### src/hdl/mrc_pkg.sv
// ============================================================================
// mrc_pkg: shared types and constants of the mixed-radix index converter
// Field widths, the configuration register codes, the stage record that
// travels down the divider chain and the extent clamp.
// ============================================================================
package mrc_pkg;

    // Widths of the register and transaction fields.
    localparam int EXT_W     = 5;
    localparam int COMP_W    = 4;
    localparam int LIN_W     = 16;
    localparam int CAM_W     = 16;
    localparam int TOTAL_W   = 17;
    localparam int W1_W      = 2 * EXT_W;
    localparam int W2_W      = 3 * EXT_W;
    localparam int PROD_W    = 4 * EXT_W;

    // Three digits are split off by division; the top digit is the quotient.
    localparam int NUM_DIV   = 3;
    localparam int CHAIN_LEN = NUM_DIV * LIN_W;

    // Input register, chain cells, product stage and output register.
    localparam int PIPE_LAT  = CHAIN_LEN + 3;

    localparam int CFG_IDX_W = 2;

    typedef enum logic [CFG_IDX_W-1:0] {
        REG_SUPER_SAMPLE = 2'd0,
        REG_SUB_SAMPLE   = 2'd1,
        REG_VIEWPORT     = 2'd2,
        REG_SUB_CAMERA   = 2'd3
    } cfg_reg_t;

    // Effective extents and the place weights derived from them.
    typedef struct packed {
        logic [EXT_W-1:0]   sub_sample;
        logic [EXT_W-1:0]   super_sample;
        logic [EXT_W-1:0]   viewport;
        logic [EXT_W-1:0]   sub_camera;
        logic [W1_W-1:0]    w1;
        logic [W2_W-1:0]    w2;
        logic [PROD_W-1:0]  total;
    } extents_t;

    // Record carried by every cell of the divider chain.
    typedef struct packed {
        logic                          mode;
        logic [LIN_W-1:0]              lin;
        logic [LIN_W-1:0]              quo;
        logic [EXT_W-1:0]              rem;
        logic [NUM_DIV-2:0][EXT_W-1:0] digit;
        logic [COMP_W-1:0]             super_sample;
        logic [COMP_W-1:0]             sub_sample;
        logic [COMP_W-1:0]             viewport;
        logic [COMP_W-1:0]             sub_camera;
    } stage_t;

    // A zero extent counts as one, and an extent above the cap is the cap.
    function automatic logic [EXT_W-1:0] eff_extent(
        input logic [EXT_W-1:0] v,
        input logic [EXT_W-1:0] cap
    );
        logic [EXT_W-1:0] r;
        if (v == '0)
        begin
            r = EXT_W'(1);
        end
        else if (v > cap)
        begin
            r = cap;
        end
        else
        begin
            r = v;
        end
        return r;
    endfunction

endpackage

### src/hdl/mrc_extents.sv
// ============================================================================
// mrc_extents: configuration registers and derived weights
// Holds the four extent registers, clamps them and builds the place weights
// and the total count through a short chain of registered multipliers.
// ============================================================================
module mrc_extents #(
    parameter int MAX_EXTENT = 16
) (
    input  logic                                clk,
    input  logic                                rst_n,
    input  logic                                cfg_write,
    input  logic [mrc_pkg::CFG_IDX_W-1:0]       cfg_index,
    input  logic [mrc_pkg::EXT_W-1:0]           cfg_data,
    output mrc_pkg::extents_t                   ext
);

    localparam int EW      = mrc_pkg::EXT_W;
    localparam int EXT_MAX = (1 << EW) - 1;
    localparam int CAP_INT = (MAX_EXTENT > EXT_MAX) ? EXT_MAX : MAX_EXTENT;
    localparam logic [EW-1:0] EXT_CAP = EW'(CAP_INT);

    logic [EW-1:0] super_sample_reg;
    logic [EW-1:0] sub_sample_reg;
    logic [EW-1:0] viewport_reg;
    logic [EW-1:0] sub_camera_reg;

    logic [mrc_pkg::W1_W-1:0]   w1_reg;
    logic [mrc_pkg::W2_W-1:0]   w2_reg;
    logic [mrc_pkg::PROD_W-1:0] total_reg;

    logic [EW-1:0] e_sub;
    logic [EW-1:0] e_ss;
    logic [EW-1:0] e_vp;
    logic [EW-1:0] e_cam;

    always_ff @(posedge clk or negedge rst_n)
    begin
        if (!rst_n)
        begin
            super_sample_reg <= EW'(1);
            sub_sample_reg   <= EW'(1);
            viewport_reg     <= EW'(1);
            sub_camera_reg   <= EW'(1);
        end
        else if (cfg_write)
        begin
            unique case (mrc_pkg::cfg_reg_t'(cfg_index))
                mrc_pkg::REG_SUPER_SAMPLE: super_sample_reg <= cfg_data;
                mrc_pkg::REG_SUB_SAMPLE:   sub_sample_reg   <= cfg_data;
                mrc_pkg::REG_VIEWPORT:     viewport_reg     <= cfg_data;
                mrc_pkg::REG_SUB_CAMERA:   sub_camera_reg   <= cfg_data;
                default:                   super_sample_reg <= super_sample_reg;
            endcase
        end
    end

    assign e_sub = mrc_pkg::eff_extent(sub_sample_reg, EXT_CAP);
    assign e_ss  = mrc_pkg::eff_extent(super_sample_reg, EXT_CAP);
    assign e_vp  = mrc_pkg::eff_extent(viewport_reg, EXT_CAP);
    assign e_cam = mrc_pkg::eff_extent(sub_camera_reg, EXT_CAP);

    // One multiplier per stage; after a write, w1, w2 and total settle in turn.
    always_ff @(posedge clk)
    begin
        w1_reg    <= mrc_pkg::W1_W'(e_sub) * mrc_pkg::W1_W'(e_ss);
        w2_reg    <= mrc_pkg::W2_W'(w1_reg) * mrc_pkg::W2_W'(e_vp);
        total_reg <= mrc_pkg::PROD_W'(w2_reg) * mrc_pkg::PROD_W'(e_cam);
    end

    always_comb
    begin
        ext.sub_sample   = e_sub;
        ext.super_sample = e_ss;
        ext.viewport     = e_vp;
        ext.sub_camera   = e_cam;
        ext.w1           = w1_reg;
        ext.w2           = w2_reg;
        ext.total        = total_reg;
    end

endmodule

### src/hdl/mrc_cell.sv
// ============================================================================
// mrc_cell: one step of the restoring divider chain
// Shifts one dividend bit into the partial remainder, subtracts the divisor
// when it fits and passes the record on to its neighbor.
// ============================================================================
module mrc_cell #(
    parameter int DIGIT = 0,
    parameter bit FIRST = 1'b0
) (
    input  logic                         clk,
    input  logic                         rst_n,
    input  logic [mrc_pkg::EXT_W-1:0]    divisor,
    input  logic                         in_valid,
    input  mrc_pkg::stage_t              in_data,
    output logic                         out_valid,
    output mrc_pkg::stage_t              out_data
);

    localparam int EW   = mrc_pkg::EXT_W;
    localparam int LW   = mrc_pkg::LIN_W;
    localparam int SLOT = (DIGIT > 0) ? DIGIT - 1 : 0;

    logic            valid_reg;
    mrc_pkg::stage_t data_reg;
    mrc_pkg::stage_t data_next;

    logic [EW-1:0] rem_base;
    logic [EW:0]   shifted;
    logic [EW:0]   diff;
    logic          fits;

    always_comb
    begin
        rem_base  = FIRST ? '0 : in_data.rem;
        shifted   = {rem_base, in_data.quo[LW-1]};
        diff      = shifted - {1'b0, divisor};
        fits      = shifted >= {1'b0, divisor};
        data_next = in_data;
        data_next.quo = {in_data.quo[LW-2:0], fits};
        data_next.rem = fits ? diff[EW-1:0] : shifted[EW-1:0];
        // A new digit starts here: keep the remainder of the one before.
        if (FIRST && (DIGIT > 0))
        begin
            data_next.digit[SLOT] = in_data.rem;
        end
    end

    always_ff @(posedge clk or negedge rst_n)
    begin
        if (!rst_n)
        begin
            valid_reg <= 1'b0;
        end
        else
        begin
            valid_reg <= in_valid;
        end
    end

    always_ff @(posedge clk)
    begin
        data_reg <= data_next;
    end

    assign out_valid = valid_reg;
    assign out_data  = data_reg;

endmodule

### src/hdl/mixed_radix_index_converter_core.sv
// ============================================================================
// mixed_radix_index_converter_core: four-digit mixed-radix index converter
// Packs four index components into one linear index, or splits a linear
// index into its components, using four configured digit extents.
// ============================================================================
//
//  Channel         Handshake               Ports
//  --------------  ----------------------  ----------------------------------
//  command         start high, busy low    mode, *_in, linear_in
//  result          done (one-cycle pulse)  linear_out, *_out, total_count,
//                                          in_range
//  configuration   cfg_write               cfg_index, cfg_data
//
//  Each command transaction produces exactly one result transaction; a new
//  command is taken in every cycle while busy is low. A command passes the
//  input register, the divider chain (48 cells, one quotient bit each, for
//  the three divided digits), the product register and the output register.
//  The receiver cannot stall, so nothing ever holds the pipeline back.
//  busy is high during reset, is cleared by the clock once reset is released, then stays low.
//  rst_n clears all valid bits at once; configuration returns to extent one.
//
module mixed_radix_index_converter_core #(
    parameter int MAX_EXTENT   = 16,
    parameter int LINEAR_WIDTH = 16
) (
    input  logic                                clk,
    input  logic                                rst_n,
    input  logic                                start,
    output logic                                busy,
    input  logic                                mode,
    input  logic [mrc_pkg::COMP_W-1:0]          super_sample_in,
    input  logic [mrc_pkg::COMP_W-1:0]          sub_sample_in,
    input  logic [mrc_pkg::COMP_W-1:0]          viewport_in,
    input  logic [mrc_pkg::COMP_W-1:0]          sub_camera_in,
    input  logic [mrc_pkg::LIN_W-1:0]           linear_in,
    input  logic                                cfg_write,
    input  logic [mrc_pkg::CFG_IDX_W-1:0]       cfg_index,
    input  logic [mrc_pkg::EXT_W-1:0]           cfg_data,
    output logic                                done,
    output logic [mrc_pkg::LIN_W-1:0]           linear_out,
    output logic [mrc_pkg::COMP_W-1:0]          super_sample_out,
    output logic [mrc_pkg::COMP_W-1:0]          sub_sample_out,
    output logic [mrc_pkg::COMP_W-1:0]          viewport_out,
    output logic [mrc_pkg::CAM_W-1:0]           sub_camera_out,
    output logic [mrc_pkg::TOTAL_W-1:0]         total_count,
    output logic                                in_range
);

    localparam int LW  = mrc_pkg::LIN_W;
    localparam int CW  = mrc_pkg::COMP_W;
    localparam int EW  = mrc_pkg::EXT_W;
    localparam int PW  = mrc_pkg::PROD_W;
    localparam int NC  = mrc_pkg::CHAIN_LEN;
    localparam int MASK_BITS = (LINEAR_WIDTH < LW) ? LINEAR_WIDTH : LW;
    // Linear indices wrap to LINEAR_WIDTH bits (never wider than the port).
    localparam logic [LW-1:0] LIN_MASK = {LW{1'b1}} >> (LW - MASK_BITS);

    mrc_pkg::extents_t ext;

    logic                          busy_reg;
    logic                          accept;

    // Chain of records: entry 0 is the input register, entry k+1 the
    // output of cell k.
    logic                          chain_valid [NC+1];
    mrc_pkg::stage_t               chain_data  [NC+1];
    logic                          in_valid_reg;
    mrc_pkg::stage_t               in_data_reg;
    mrc_pkg::stage_t               in_data_next;

    // Divisor of each divided digit, least significant first.
    logic [mrc_pkg::NUM_DIV-1:0][EW-1:0] div_sel;

    mrc_pkg::stage_t               last;
    logic [PW-1:0]                 prod_cam_full;
    logic [PW-1:0]                 prod_vp_full;
    logic [PW-1:0]                 prod_ss_full;
    logic                          range_next;

    // Product stage registers.
    logic                          p_valid_reg;
    logic                          p_mode_reg;
    logic [LW-1:0]                 p_cam_reg;
    logic [LW-1:0]                 p_vp_reg;
    logic [LW-1:0]                 p_ss_reg;
    logic [LW-1:0]                 p_sub_reg;
    logic [CW-1:0]                 p_sub_out_reg;
    logic [CW-1:0]                 p_ss_out_reg;
    logic [CW-1:0]                 p_vp_out_reg;
    logic [LW-1:0]                 p_cam_out_reg;
    logic                          p_range_reg;

    // Output registers.
    logic                          done_reg;
    logic [LW-1:0]                 linear_out_reg;
    logic [LW-1:0]                 linear_out_next;
    logic [CW-1:0]                 super_sample_out_reg;
    logic [CW-1:0]                 sub_sample_out_reg;
    logic [CW-1:0]                 viewport_out_reg;
    logic [mrc_pkg::CAM_W-1:0]     sub_camera_out_reg;
    logic [mrc_pkg::TOTAL_W-1:0]   total_count_reg;
    logic                          in_range_reg;

    mrc_extents #(
        .MAX_EXTENT (MAX_EXTENT)
    ) u_extents (
        .clk       (clk),
        .rst_n     (rst_n),
        .cfg_write (cfg_write),
        .cfg_index (cfg_index),
        .cfg_data  (cfg_data),
        .ext       (ext)
    );

    // The block only holds off commands while coming out of reset.
    always_ff @(posedge clk or negedge rst_n)
    begin
        if (!rst_n)
        begin
            busy_reg <= 1'b1;
        end
        else
        begin
            busy_reg <= 1'b0;
        end
    end

    assign busy   = busy_reg;
    assign accept = start && !busy_reg;

    // Input register. The dividend starts out as the (wrapped) linear index.
    always_comb
    begin
        in_data_next              = '0;
        in_data_next.mode         = mode;
        in_data_next.lin          = linear_in & LIN_MASK;
        in_data_next.quo          = linear_in & LIN_MASK;
        in_data_next.super_sample = super_sample_in;
        in_data_next.sub_sample   = sub_sample_in;
        in_data_next.viewport     = viewport_in;
        in_data_next.sub_camera   = sub_camera_in;
    end

    always_ff @(posedge clk or negedge rst_n)
    begin
        if (!rst_n)
        begin
            in_valid_reg <= 1'b0;
        end
        else
        begin
            in_valid_reg <= accept;
        end
    end

    always_ff @(posedge clk)
    begin
        in_data_reg <= in_data_next;
    end

    assign chain_valid[0] = in_valid_reg;
    assign chain_data[0]  = in_data_reg;

    // Sub sample is divided off first, then super sample, then viewport;
    // the quotient left over is the sub camera digit.
    assign div_sel = {ext.viewport, ext.super_sample, ext.sub_sample};

    for (genvar k = 0; k < NC; k++)
    begin : g_cell
        mrc_cell #(
            .DIGIT (k / LW),
            .FIRST ((k % LW) == 0)
        ) u_cell (
            .clk       (clk),
            .rst_n     (rst_n),
            .divisor   (div_sel[k / LW]),
            .in_valid  (chain_valid[k]),
            .in_data   (chain_data[k]),
            .out_valid (chain_valid[k+1]),
            .out_data  (chain_data[k+1])
        );
    end

    assign last = chain_data[NC];

    // Pack mode uses the place weights: by the time a record leaves the
    // chain, the weight registers have long settled after the last write.
    always_comb
    begin
        prod_cam_full = PW'(last.sub_camera) * PW'(ext.w2);
        prod_vp_full  = PW'(last.viewport) * PW'(ext.w1);
        prod_ss_full  = PW'(last.super_sample) * PW'(ext.sub_sample);
        if (last.mode)
        begin
            range_next = {{(PW-LW){1'b0}}, last.lin} < ext.total;
        end
        else
        begin
            range_next = ({1'b0, last.super_sample} < ext.super_sample)
                      && ({1'b0, last.sub_sample} < ext.sub_sample)
                      && ({1'b0, last.viewport} < ext.viewport)
                      && ({1'b0, last.sub_camera} < ext.sub_camera);
        end
    end

    always_ff @(posedge clk or negedge rst_n)
    begin
        if (!rst_n)
        begin
            p_valid_reg <= 1'b0;
        end
        else
        begin
            p_valid_reg <= chain_valid[NC];
        end
    end

    always_ff @(posedge clk)
    begin
        p_mode_reg    <= last.mode;
        p_cam_reg     <= prod_cam_full[LW-1:0];
        p_vp_reg      <= prod_vp_full[LW-1:0];
        p_ss_reg      <= prod_ss_full[LW-1:0];
        p_sub_reg     <= LW'(last.sub_sample);
        p_sub_out_reg <= last.digit[0][CW-1:0];
        p_ss_out_reg  <= last.digit[1][CW-1:0];
        p_vp_out_reg  <= last.rem[CW-1:0];
        p_cam_out_reg <= last.quo;
        p_range_reg   <= range_next;
    end

    // The packed sum wraps at the port width and is then masked.
    assign linear_out_next = (p_cam_reg + p_vp_reg + p_ss_reg + p_sub_reg) & LIN_MASK;

    always_ff @(posedge clk or negedge rst_n)
    begin
        if (!rst_n)
        begin
            done_reg <= 1'b0;
        end
        else
        begin
            done_reg <= p_valid_reg;
        end
    end

    // Fields that do not belong to the transaction's mode read as zero.
    always_ff @(posedge clk)
    begin
        linear_out_reg       <= p_mode_reg ? '0 : linear_out_next;
        super_sample_out_reg <= p_mode_reg ? p_ss_out_reg : '0;
        sub_sample_out_reg   <= p_mode_reg ? p_sub_out_reg : '0;
        viewport_out_reg     <= p_mode_reg ? p_vp_out_reg : '0;
        sub_camera_out_reg   <= p_mode_reg ? p_cam_out_reg : '0;
        total_count_reg      <= ext.total[mrc_pkg::TOTAL_W-1:0];
        in_range_reg         <= p_range_reg;
    end

    assign done             = done_reg;
    assign linear_out       = linear_out_reg;
    assign super_sample_out = super_sample_out_reg;
    assign sub_sample_out   = sub_sample_out_reg;
    assign viewport_out     = viewport_out_reg;
    assign sub_camera_out   = sub_camera_out_reg;
    assign total_count      = total_count_reg;
    assign in_range         = in_range_reg;

endmodule

### config.mk
export PLATFORM = sky130hd
export DESIGN_NAME = mixed_radix_index_converter_core
export DESIGN_NICKNAME = d
export VERILOG_FILES = /design/src/hdl/mrc_pkg.sv /design/src/hdl/mrc_extents.sv /design/src/hdl/mrc_cell.sv /design/src/hdl/mixed_radix_index_converter_core.sv
export SDC_FILE = /design/constraint.sdc
export NUM_CORES = 2
export LEC_CHECK = 0
export BUFFER_PORTS_ARGS = -buffer_cell sky130_fd_sc_hd__buf_2
export CORE_AREA = 2 2 481 483
export CTS_BUF_LIST = sky130_fd_sc_hd__clkbuf_4
export CTS_CLUSTER_DIAMETER = 60
export DETAILED_ROUTE_END_ITERATION = 10
export DIE_AREA = 0 0 483 485
export PLACE_DENSITY_LB_ADDON = 0.08
export SETUP_SLACK_MARGIN = 0.4
export SLEW_MARGIN = 20
export SYNTH_ARGS = -nofsm -noshare
export SYNTH_HDL_FRONTEND = slang
export SYNTH_HIERARCHICAL = 1
export SYNTH_SLANG_ARGS = --single-unit
### constraint.sdc
create_clock -name clk -period 11.15 [get_ports clk]
set_clock_uncertainty 0.15 [all_clocks]
set_input_delay 1.115 -clock clk [delete_from_list [all_inputs] [get_ports clk]]
set_output_delay 1.115 -clock clk [all_outputs]
set_load 0.02 [all_outputs]
==> flow_metrics.tcl <==
set metrics [dict create \
    rsz0062_at_grt "false" \
    final_core_util_pct 43.3 \
    yosys_warnings 6 \
    drt_first_pass_iters 5 \
    cap_violations 0 \
    fin_nets 7558 \
    grt_pass1_wl_um 205000 \
    io_buffers 107 \
    cts_setup_buffers 0 \
    largest_reg_flops 2781 \
    worst_ep_arrival_time_ns 6.36 \
    drive_gt1_share_pct 22.4 \
    cp-start-kind "register" \
    cts.repair.resized 0 \
    vias_per_cell 3.97 \
    cts_tree "built" \
    critPathKind "register to register" \
    die_h_um 485 \
    setup-violations-final 0 \
    clock_sinks 3066 \
    clk_pin_slew_ns 0.06 \
    rows 176 \
    routabilityCongestion 0.743 \
    stdcell_area_um2 99200 \
    drc_errors 0 \
    start_util_pct 37.2 \
    ios 108 \
    die_w_um 483 \
    routed_wl_um 121000 \
    core-area_um2 229000 \
    overflow 0 \
    slew_headroom_pct 28.9 \
    fillerInstances 21300 \
    grt_usage_pct 10.6 \
    powerDensity_nw_per_um2 300 \
    setup_tns_ns 0 \
    clockRootBuffer "clkbuf_4" \
    timing_hold_violations_final 0 \
    placedInstanceArea_um2 89500 \
    finalMaxSlewViolations 0 \
    vdd_ir_drop_max_uv 119 \
    worst_pin_slew_ns 1.06 \
    synthesis.nets 6661 \
    syn_avg_cell_area_um2 14.1 \
    syn_inst 6035 \
    numCtsBuffers 763 \
    grt_max_degree 73 \
    routedWlPerCell_um 11.5 \
    insertion_delay_ns 1.30 \
    period_minus_slack_ns 5.33 \
    final.setup.worst_slack_ns 5.82 \
    critPathCaptureType "register" \
    cts.path.max_buffers 4 \
    timing.fmax_ghz 0.187 \
    cp.required_ns 12.18 \
    dp_hpwl_um 76400 \
    drt_iter0_markers 1134 \
    path_max_fanout 21 \
    hold_class "register to register" \
    synth_area_um2 85100 \
    status "completed" \
    detail-route-antenna-nets 0 \
    place_ws_ns 5.75 \
    cts_max_level 6 \
    power_mw 29.7 \
    p_leak_nw 44.4 \
    ctsHoldBuffers 43 \
    layout-area-overhead-vs-synth_pct 16.5 \
    dieArea_um2 234000 \
    dr_total_vias 41600 \
    grt_pass1_vias 44400 \
    fin_crit_sh_pct 47.8 \
    antenna_found_initial 17 \
]
==> layout make-up <==
cell class,instances,area (µm²),share of cell area [%]
diodes,14,35.0,0.0353
clock buffers,1094,8210,8.28
clock inverters,193,1070,1.08
inverters,642,2410,2.43
multi-input cells,2296,20900,21.1
flip-flops and latches,3066,61700,62.2
well taps,3026,3790,3.82
repair buffers,163,1070,1.08
==> report_power, final <==
group / internal, mW / switching [mW] / leakage (nW)
Combinational: 3.29 / 3.64 / 12.8
Clock: 4.69 / 4.01 / 5.55
Sequential: 13.3 / 0.765 / 26.1
Total: 21.3 / 8.41 / 44.4
==> worst max-delay path, stage by stage (launching register included) <==
cell and delay (ns):
dfrtp_1 0.60, nor2b_1 0.92, and2_1 0.26, fa_1 0.44, fa_1 0.56, inv_1 0.06, fa_1 0.53, inv_1 0.04
ha_1 0.35, a21oi_1 0.24, o21ai_0 0.23, o41ai_1 0.55, o21ai_0 0.17, xor2_1 0.16
==> worst paths after layout <==
check	startpoint	endpoint	slack, ns	cells after the start
setup / recovery	u_extents/sub_camera_reg[4]$_DFFE_PN0P_	u_extents/total_reg[16]$_DFF_P_	5.82	13
hold / removal	g_cell[47].u_cell/out_data[31]$_DFF_P_	p_cam_out_reg[0]$_DFF_P_	0.11	0
setup reg to reg	u_extents/sub_camera_reg[4]$_DFFE_PN0P_	u_extents/total_reg[16]$_DFF_P_	5.82	13
hold reg to reg	g_cell[47].u_cell/out_data[31]$_DFF_P_	p_cam_out_reg[0]$_DFF_P_	0.11	0
max in group asynchronous	rst_n	u_extents/viewport_reg[3]$_DFFE_PN0P_	9.96	2
min in group asynchronous	rst_n	done$_DFF_PN0_	0.26	2
==> layout by cell type (no fill, tap or decap), types with 72 or more instances in the layout <==
cell,count
dfxtp_1,2993
clkbuf_4,1094
inv_1,640
ha_1,405
nand2_1,247
and2_1,205
nor2_1,194
fa_1,177
mux2_4,135
clkinv_1,134
buf_2,106
xnor2_1,93
a21oi_1,87
o21ai_2,72
==> through the flow <==
stage          hold WS [ns]  std cells
5_1_grt              0.0297      10500
3_5_place_dp          0.162       9150
2_1_floorplan         0.160       6035
3_3_place_gp          0.160       9150
6_report              0.112      10500
4_1_cts              0.0229      10500
==> metal layers <==
| metal | global-route usage [%] | share of wire [%] | vias up |
|---|---|---|---|
| met5 | 0 | 0.011 | - |
| met4 | 6.37 | 3.8 | 2 |
| met3 | 3.49 | 5.0 | 368 |
| met2 | 17.3 | 46 | 796 |
| met1 | 12.1 | 45 | 18900 |
| li1 | - | - | 21500 |
Note: power is estimated with default switching activity, not from simulation.
